### src/hw/rtl/bdec_pkg.sv
`timescale 1ns / 1ps

package bdec_pkg;

    localparam int unsigned TIME_W   = 32;
    localparam int unsigned COUNT_W  = 32;
    localparam int unsigned DEB_W    = 16;
    localparam int unsigned MODE_W   = 2;
    localparam int unsigned CFG_IDX_W  = 2;
    localparam int unsigned CFG_DATA_W = 16;

    typedef enum logic [CFG_IDX_W-1:0] {
        REG_DEBOUNCE_MS   = 2'd0,
        REG_COUNT_MODE    = 2'd1,
        REG_PRESSED_LEVEL = 2'd2
    } cfg_reg_t;

    typedef enum logic [MODE_W-1:0] {
        MODE_BOTH    = 2'd0,
        MODE_FALLING = 2'd1,
        MODE_RISING  = 2'd2
    } count_mode_t;

    localparam logic [DEB_W-1:0]  DEBOUNCE_RST      = '0;
    localparam count_mode_t       COUNT_MODE_RST    = MODE_FALLING;
    localparam logic              PRESSED_LEVEL_RST = 1'b0;

endpackage

### src/hw/rtl/bdec_sample_if.sv
`timescale 1ns / 1ps

interface bdec_sample_if
    import bdec_pkg::*;
();
    logic              valid;
    logic              ready;
    logic              level;
    logic [TIME_W-1:0] now_ms;
    logic              clear_count;

    modport source (output valid, output level, output now_ms, output clear_count,
                    input ready);
    modport sink   (input valid, input level, input now_ms, input clear_count,
                    output ready);
endinterface

### src/hw/rtl/bdec_result_if.sv
`timescale 1ns / 1ps

interface bdec_result_if
    import bdec_pkg::*;
();
    logic               valid;
    logic               ready;
    logic               steady_level;
    logic               pressed;
    logic               released;
    logic [COUNT_W-1:0] edge_count;

    modport source (output valid, output steady_level, output pressed, output released,
                    output edge_count, input ready);
    modport sink   (input valid, input steady_level, input pressed, input released,
                    input edge_count, output ready);
endinterface

### src/hw/rtl/bdec_cfg_if.sv
`timescale 1ns / 1ps

interface bdec_cfg_if
    import bdec_pkg::*;
();
    logic                  valid;
    logic                  ready;
    logic [CFG_IDX_W-1:0]  index;
    logic [CFG_DATA_W-1:0] data;

    modport source (output valid, output index, output data, input ready);
    modport sink   (input valid, input index, input data, output ready);
endinterface

### src/hw/rtl/button_debounce_edge_counter.sv
`timescale 1ns / 1ps
// Channel  | Dir | Payload
// ---------+-----+-----------------------------------------------
// sample   | in  | level, now_ms[31:0], clear_count
// result   | out | steady_level, pressed, released, edge_count[31:0]
// cfg      | in  | index[1:0], data[15:0] (always ready)
//
// One item per cycle while results are taken; the result is valid in the cycle after acceptance.
// The debounce state updates on acceptance; the only stage is the result register.
// sample.ready drops only while a held result is not taken.
// Reset restores the register defaults and the unpressed steady level.

module button_debounce_edge_counter
    import bdec_pkg::*;
(
    input  logic         clk,
    input  logic         rst_n,
    bdec_sample_if.sink  sample,
    bdec_result_if.source result,
    bdec_cfg_if.sink     cfg
);

    logic [DEB_W-1:0]   debounce_ms_reg;
    count_mode_t        count_mode_reg;
    logic               pressed_level_reg;

    logic               raw_last_reg,    raw_last_next;
    logic [TIME_W-1:0]  change_time_reg, change_time_next;
    logic               steady_prev_reg, steady_prev_next;
    logic               steady_now_reg,  steady_now_next;
    logic [COUNT_W-1:0] edge_total_reg,  edge_total_next;

    logic               out_valid_reg;
    logic               pressed_reg,  pressed_next;
    logic               released_reg, released_next;

    logic               accept;
    logic [TIME_W-1:0]  elapsed;
    logic               update;
    logic               counted;
    logic [COUNT_W-1:0] base;

    assign sample.ready = !out_valid_reg || result.ready;
    assign accept       = sample.valid && sample.ready;
    assign cfg.ready    = 1'b1;

    always_ff @(posedge clk or negedge rst_n)
    begin
        if (!rst_n)
        begin
            debounce_ms_reg   <= DEBOUNCE_RST;
            count_mode_reg    <= COUNT_MODE_RST;
            pressed_level_reg <= PRESSED_LEVEL_RST;
        end
        else if (cfg.valid)
        begin
            unique case (cfg.index)
                REG_DEBOUNCE_MS:   debounce_ms_reg   <= cfg.data;
                REG_COUNT_MODE:    count_mode_reg    <= count_mode_t'(cfg.data[MODE_W-1:0]);
                REG_PRESSED_LEVEL: pressed_level_reg <= cfg.data[0];
                default:           ;
            endcase
        end
    end

    always_comb
    begin
        if (sample.level != raw_last_reg)
            change_time_next = sample.now_ms;
        else
            change_time_next = change_time_reg;
        raw_last_next = sample.level;

        elapsed = sample.now_ms - change_time_next;
        update  = elapsed >= {{(TIME_W-DEB_W){1'b0}}, debounce_ms_reg};

        steady_prev_next = update ? steady_now_reg : steady_prev_reg;
        steady_now_next  = update ? sample.level   : steady_now_reg;

        // steady_prev == 1 && steady_now == 0 is a falling edge
        unique case (count_mode_reg)
            MODE_BOTH:    counted = steady_prev_next != steady_now_next;
            MODE_FALLING: counted = steady_prev_next && !steady_now_next;
            MODE_RISING:  counted = !steady_prev_next && steady_now_next;
            default:      counted = 1'b0;
        endcase

        base            = sample.clear_count ? '0 : edge_total_reg;
        edge_total_next = base + {{(COUNT_W-1){1'b0}}, counted};

        pressed_next  = (steady_prev_next != steady_now_next)
                        && (steady_now_next == pressed_level_reg);
        released_next = (steady_prev_next != steady_now_next)
                        && (steady_prev_next == pressed_level_reg);
    end

    always_ff @(posedge clk or negedge rst_n)
    begin
        if (!rst_n)
        begin
            raw_last_reg    <= !PRESSED_LEVEL_RST;
            change_time_reg <= '0;
            steady_prev_reg <= !PRESSED_LEVEL_RST;
            steady_now_reg  <= !PRESSED_LEVEL_RST;
            edge_total_reg  <= '0;
            out_valid_reg   <= 1'b0;
        end
        else
        begin
            if (accept)
            begin
                raw_last_reg    <= raw_last_next;
                change_time_reg <= change_time_next;
                steady_prev_reg <= steady_prev_next;
                steady_now_reg  <= steady_now_next;
                edge_total_reg  <= edge_total_next;
                out_valid_reg   <= 1'b1;
            end
            else if (result.ready)
            begin
                out_valid_reg <= 1'b0;
            end
        end
    end

    always_ff @(posedge clk)
    begin
        if (accept)
        begin
            pressed_reg  <= pressed_next;
            released_reg <= released_next;
        end
    end

    assign result.valid        = out_valid_reg;
    assign result.steady_level = steady_now_reg;
    assign result.pressed      = pressed_reg;
    assign result.released     = released_reg;
    assign result.edge_count   = edge_total_reg;

endmodule
### src/flat_wrapper.sv
// flat-port wrapper written by rule: the top's interface ports become plain ports
module button_debounce_edge_counter_flat import bdec_pkg::*;
  (clk, rst_n, sample_valid, sample_level, sample_now_ms, sample_clear_count, sample_ready, result_valid, result_steady_level, result_pressed, result_released, result_edge_count, result_ready, cfg_valid, cfg_index, cfg_data, cfg_ready);
  bdec_sample_if sample_i ();
  bdec_result_if result_i ();
  bdec_cfg_if cfg_i ();
  input  logic clk;
  input  logic rst_n;
  input wire logic [$bits(sample_i.valid)-1:0] sample_valid;
  input wire logic [$bits(sample_i.level)-1:0] sample_level;
  input wire logic [$bits(sample_i.now_ms)-1:0] sample_now_ms;
  input wire logic [$bits(sample_i.clear_count)-1:0] sample_clear_count;
  output wire logic [$bits(sample_i.ready)-1:0] sample_ready;
  output wire logic [$bits(result_i.valid)-1:0] result_valid;
  output wire logic [$bits(result_i.steady_level)-1:0] result_steady_level;
  output wire logic [$bits(result_i.pressed)-1:0] result_pressed;
  output wire logic [$bits(result_i.released)-1:0] result_released;
  output wire logic [$bits(result_i.edge_count)-1:0] result_edge_count;
  input wire logic [$bits(result_i.ready)-1:0] result_ready;
  input wire logic [$bits(cfg_i.valid)-1:0] cfg_valid;
  input wire logic [$bits(cfg_i.index)-1:0] cfg_index;
  input wire logic [$bits(cfg_i.data)-1:0] cfg_data;
  output wire logic [$bits(cfg_i.ready)-1:0] cfg_ready;
  assign sample_i.valid = sample_valid;
  assign sample_i.level = sample_level;
  assign sample_i.now_ms = sample_now_ms;
  assign sample_i.clear_count = sample_clear_count;
  assign sample_ready = sample_i.ready;
  assign result_valid = result_i.valid;
  assign result_steady_level = result_i.steady_level;
  assign result_pressed = result_i.pressed;
  assign result_released = result_i.released;
  assign result_edge_count = result_i.edge_count;
  assign result_i.ready = result_ready;
  assign cfg_i.valid = cfg_valid;
  assign cfg_i.index = cfg_index;
  assign cfg_i.data = cfg_data;
  assign cfg_ready = cfg_i.ready;
  button_debounce_edge_counter u_core (.clk(clk), .rst_n(rst_n), .sample(sample_i), .result(result_i), .cfg(cfg_i));
endmodule
### config.mk
export PLATFORM = sky130hd
export DESIGN_NAME = button_debounce_edge_counter_flat
export DESIGN_NICKNAME = d
export VERILOG_FILES = /design/src/hw/rtl/bdec_pkg.sv /design/src/hw/rtl/bdec_sample_if.sv /design/src/hw/rtl/bdec_result_if.sv /design/src/hw/rtl/bdec_cfg_if.sv /design/src/hw/rtl/button_debounce_edge_counter.sv /design/src/flat_wrapper.sv
export SDC_FILE = /design/constraint.sdc
export NUM_CORES = 1
export LEC_CHECK = 0
export ABC_AREA = 0
export CAP_MARGIN = 20
export CORE_AREA = 2 2 132 134
export CTS_BUF_LIST = sky130_fd_sc_hd__clkbuf_8
export DETAILED_ROUTE_END_ITERATION = 8
export DIE_AREA = 0 0 134 136
export DONT_BUFFER_PORTS = 1
export HOLD_SLACK_MARGIN = 0.06
export PLACE_DENSITY_LB_ADDON = 0.3
export SYNTH_ARGS = -nofsm -noshare
export SYNTH_HDL_FRONTEND = slang
export SYNTH_SLANG_ARGS = --single-unit
### constraint.sdc
create_clock -name clk -period 9.7 [get_ports clk]
set_input_delay 1.94 -clock clk [delete_from_list [all_inputs] [get_ports clk]]
set_output_delay 1.94 -clock clk [all_outputs]
set_load 0.01 [all_outputs]
After elaboration in Yosys (flattened, before gate mapping)
Index checks and enable logic that the tools add are counted.
- $add $sub $neg: 2
- order comparisons: 1
- equal/unequal tests: 8
- multiplexer cells: 7
- reduce and logical (&&, ||, !) cells: 15
- operator list (kind ; count):
    $mux W32 ; 2
    $add A32 B1 Y32 ; 1
    $ge A32 B16 Y1 ; 1
    $sub A32 B32 Y32 ; 1
    $reduce_and A2 Y1 ; 3
    $logic_and A1 B1 Y1 ; 5
    $eq A2 B1 Y1 const B ; 2
    $eq A2 B2 Y1 const B ; 2
    $logic_not A2 Y1 ; 2
    $mux W1 ; 4
    $logic_not A1 Y1 ; 3
    $pmux W1 S3 ; 1
    $eq A1 B1 Y1 ; 2
    $ne A1 B1 Y1 ; 2
    $reduce_bool A2 Y1 ; 1
    $logic_or A1 B1 Y1 ; 1
- bits in registers: 89
- input bits: 57
- output and inout port bits: 38
- word-level logic and storage cells: 44

Longest topological paths before layout
- depth in word-level cells: 9
- mapped depth: 42
- depth with buffers taken out: 38

Worst setup path after synthesis
No wires, ideal clock.
- path type: input-to-reg
- start point: input port sample_level
- end point: register u_core.edge_total_reg[23] (netlist: u_core.result.edge_count[23])
- setup time: 83 ps
- data arrival time: 8982 ps
- required time: 9617 ps
- setup slack: 636 ps
- stages: 40
- path buffers: 6
- path through: buf_6 > xnor2_1 > buf_2 > buf_1 > nand2_1 > o21ai_0 > ha_1 > inv_1 > ha_1 > or4b_1 > o21ai_2 > o31ai_1 > nor2_1 > o21ai_0 > xor2_1 > ha_1 > nand2_1 > o21ai_0 > (+4 left out) > nand4_1 > and4b_1 > buf_4 > mux2_2 > ha_1 > nor2_1 > a21oi_1 > o21ai_0 > ha_1 > and3_1 > clkbuf_1 > nand3_1 > nor2_1 > and3_1 > clkbuf_1 > nand4_1 > xor2_1 > o21ai_0
- cells in the longest elaborated chain, start to end: 9
- elaborated cells between the ends (all ways): 13
- those cells by class: add/sub: 2; order compare: 1; eq/ne: 2; mux: 4; reduce/logical: 4
- ends and longest elaborated chain (item ; RTL line ; RTL):
    start, declared ; flat_wrapper.sv:10 ; input wire logic [$bits(sample_i.level)-1:0] sample_level;
    $ne A1 B1 Y1 (*) ; button_debounce_edge_counter.sv:68 ; if (sample.level != raw_last_reg)
    $mux W32 (*) ; button_debounce_edge_counter.sv:68 ;
    via u_core.change_time_next[0] ; button_debounce_edge_counter.sv:28 ; logic [TIME_W-1:0] change_time_reg, change_time_next;
    $sub A32 B32 Y32 (*) ; button_debounce_edge_counter.sv:74 ; elapsed = sample.now_ms - change_time_next;
    $ge A32 B16 Y1 (*) ; button_debounce_edge_counter.sv:75 ; update = elapsed >= {{(TIME_W-DEB_W){1'b0}}, debounce_ms_reg};
    $mux W1 (*) ; button_debounce_edge_counter.sv:77 ; steady_prev_next = update ? steady_now_reg : steady_prev_reg;
    via u_core.steady_prev_next ; button_debounce_edge_counter.sv:29 ; logic steady_prev_reg, steady_prev_next;
    $logic_not A1 Y1 ; button_debounce_edge_counter.sv:84 ; MODE_RISING: counted = !steady_prev_next && steady_now_next;
    $logic_and A1 B1 Y1 ; button_debounce_edge_counter.sv:84 ;
    $pmux W1 S3 (*) ; button_debounce_edge_counter.sv:81 ; unique case (count_mode_reg)
    $add A32 B1 Y32 (*) ; button_debounce_edge_counter.sv:89 ; edge_total_next = base + {{(COUNT_W-1){1'b0}}, counted};
    end signal, assigned ; button_debounce_edge_counter.sv:116 ; edge_total_reg <= edge_total_next;
    end, declared ; button_debounce_edge_counter.sv:31 ; logic [COUNT_W-1:0] edge_total_reg, edge_total_next;
The timed path passes the listed nets; every way through them passes the cells marked *.
A chain may end at the register's enable or synchronous reset.

Worst setup path after layout
- start point: input port sample_level
- end point: register u_core.edge_total_reg[26] (netlist: u_core.result.edge_count[26])
Same word-level chain as after synthesis.

==> summary.txt <==
Route
  • Drt wl/cell: 16.5 um
  • Routed WL: 17.6 mm
  • 1st-iter DRT viols: 388
  • Vias per cell: 5.68
  • Residual DRC: 0
  • Drt first pass iters: 5
  • Remaining antenna violation count: 0
  • Vias: 6042

Final layout
  • Area grow syn2layout: 5.11%
  • Fin util: 43.9%
  • FF+latch area: 2240 um2
  • NumNets Final: 932
  • N_diodes: 0
  • # fillers: 1677
  • Post-layout instance area: 7410 um2
  • Layout cells sized above 1: 7.75%
  • Area used by multi-input combinational logic: 4520 um2

Yosys
  • Async set-reset flop share out of synthesis: 97.8%
  • Number of synthesized flops with an enable pin: 2
  • Net Count, Synth: 955
  • Synth top area share: 29.5%
  • Seq cells post-synth: 89
  • Cell Area, Synth: 7050 um2
  • Cell variety after synth: 79
  • Syn. warnings: 0
  • Commonest cells in the netlist: nand2_1, o21ai_0, dfrtp_1
  • Gate Count Post-Synth: 857
  • Leading post-synthesis cells by cell area: dfrtp_1, ha_1, nand2_1
  • Area leader, netlist: dfrtp_1
  • Most frequent cell after synthesis: nand2_1
  • Top FF cell, synth: dfrtp_1
  • Mean post-synth cell area: 8.23 um2
  • Register area share after synthesis: 31.8%

Global route
  • Largest net degree at the start of global routing: 88
  • Total GRT Usage: 19.8%
  • Grt ovf: 0
  • Initial antenna violation count: 0
  • First-pass GRT wire length: 29.4 mm
  • Vias in the first global route: 5683

Setup path
  • WP depth: 36
  • Crit. Startpoint: sample_level
  • CP Class: input pin to flop
  • Critical path's largest stage delay: 0.62 ns
  • Slowest CP cell: or4b_1
  • Reg2reg end: u_core.result.edge_count[26]$_DFFE_PN0P_
  • Worst setup EP type: flop
  • Critical path buffers and inverters: 2
  • FF-to-FF setup slack: 1.92 ns
  • RR Startpoint: u_core.raw_last_reg$_DFFE_PN1P_
  • WP data arrival: 9.03 ns
  • Top delay family on crit path: simple AND/OR/NAND/NOR gates
  • Reg2Reg Depth: 36
  • Crit path to: u_core.result.edge_count[26]$_DFFE_PN0P_
  • CP max FO: 8
  • Startpoint types: input pin
  • Data required, critical path: 9.96 ns

Job
  • Maxcap violations: 0

Placed design
  • Port buffer count: 0
  • Dpl cell area: 7220 um2
  • Dpl hpwl: 13.2 mm
  • Pre-CTS setup slack: 0.555 ns
  • GP Congestion: 0.898

Timing
  • Setup violators final: 0
  • RSZ-0062 raised after global routing: false
  • Setup TNS: 0 ns
  • Fmax: 114 MHz
  • Fin. Hold Viols: 0
  • Final max-slew violation count: 0
  • Period minus WS final: 8.77 ns
  • Slew margin rel.: 37.7%
  • Worst-margin pin slew: 0.931 ns
  • Final period util: 90.4%
  • Final worst slack: 0.927 ns
  • Worst Skew: 0.0141 ns

Clocking
  • CTS resizes: 0
  • CTS tree: yes
  • Htree depth: 3
  • Setup repair bufs after CTS: 0
  • CTS buffer count: 9
  • CTS max path bufs: 2
  • CTS sink count: 89
  • Root Buffer: clkbuf_8
  • Clk_lat worst skew: 0.39 ns
  • CTS clk-pin slew, worst paths: 0.09 ns
  • Post-CTS Hold Fix Bufs: 0

Pwr
  • P_sw: 621 uW
  • Cell Int Power: 823 uW
  • Comb pwr share: 49.0%
  • Leak pwr: 3.04 nW
  • Sequential power share: 33.2%
  • VDD IR max: 0.0754 mV
  • Power consumption: 1.44 mW
  • Sw Ratio: 43.0%
  • Clock power share: 17.8%
  • Power Dens Cells: 195 nW/um2

Floorplanning
  • Initial Utilization: 41.8%
  • IO Pins: 95
  • Overall die height: 136 um
  • Core Rows: 48
  • Core area: 16900 um2
  • Die width: 134 um
  • Die area: 18200 um2

Min path
  • Hold Path Class: flop to flop
  • Hold Crit Start: u_core.change_time_reg[20]$_DFFE_PN0P_
  • WHS Path Cells: 2

Run status
  • Status: complete, no violations
## worst reg2reg max path: cells and delay by family (launching register included)
kind | cells | cell delay (ns)
compound gates | 11 | 1.32
xor+xnor | 3 | 0.50
fa+ha+maj | 6 | 1.61
buf+inv | 2 | 0.12
flops | 1 | 0.63
mux | 1 | 0.40
simple gates | 13 | 3.13
## logic make-up after synthesis
kind of cell,share of synthesized area [%]
mux,6.44
buf+inv,4.42
xor+xnor,6.07
simple gates,21.5
flops,31.8
other cells,0.0532
compound gates,21.5
fa+ha+maj,8.27
## per-layer routing
metal | vias to the layer above | routed length, um | global-route usage, %
met5 | - | 0 | 0
met2 | 153 | 8050 | 31.3
met1 | 2849 | 8080 | 26.7
met4 | 0 | 283 | 6.15
met3 | 19 | 1180 | 4.70
li1 | 3021 | - | -
## layout make-up
| type | instances | share of cell area, % |
|---|---|---|
| well taps | 225 | 3.80 |
| inverters | 37 | 1.87 |
| clock buffers | 10 | 1.86 |
| multi-input cells | 692 | 61.0 |
| flip-flops and latches | 89 | 30.3 |
| clock inverters | 6 | 0.675 |
| repair buffers | 5 | 0.507 |
## cell usage in the layout (no fill, tap or decap), drive strengths merged, types with 4 or more instances in the layout
master and count:
nand2 135, o21ai 94, dfrtp 83, nor2 51, a21oi 45, ha 41
inv 40, nand3 35, xor2 25, xnor2 23, mux2i 21, mux2 21
nor3 19, nand2b 16, nand4 13, a21o 12, a211oi 10, clkbuf 10
and3 9, nor2b 9, o211ai 9, a31oi 8, o21a 8, maj3 7
or3 6, buf 5, nor3b 5, o221ai 5, and2 4, nor4 4
dfstp 4, a2111oi 4
## through the flow
| step | instances | hold WS [ns] |
|---|---|---|
| floorplan | 857 | 0.449 |
| CTS | 1064 | 0.492 |
| global route | 1064 | 0.509 |
| detailed placement | 1048 | 0.469 |
| finish | 1064 | 0.488 |
| global placement | 1048 | 0.463 |
## worst min path at each step
stage               slack [ns]                                      to
finish                    0.49  u_core.change_time_reg[20]$_DFFE_PN0P_
detailed placement        0.47  u_core.change_time_reg[30]$_DFFE_PN0P_
global route              0.51  u_core.change_time_reg[20]$_DFFE_PN0P_
global placement          0.46  u_core.change_time_reg[29]$_DFFE_PN0P_
CTS                       0.49  u_core.change_time_reg[20]$_DFFE_PN0P_
floorplan                 0.45  u_core.change_time_reg[18]$_DFFE_PN0P_
## power groups by stage
stage               registers, mW  logic, mW  clock network (mW)
global route                0.488      0.801               0.281
CTS                         0.479      0.708               0.265
global placement            0.484      0.697                   0
finish                      0.479      0.708               0.257
floorplan                   0.467      0.569                   0
detailed placement          0.486      0.704                   0
Power figures use the tool's default switching activity.
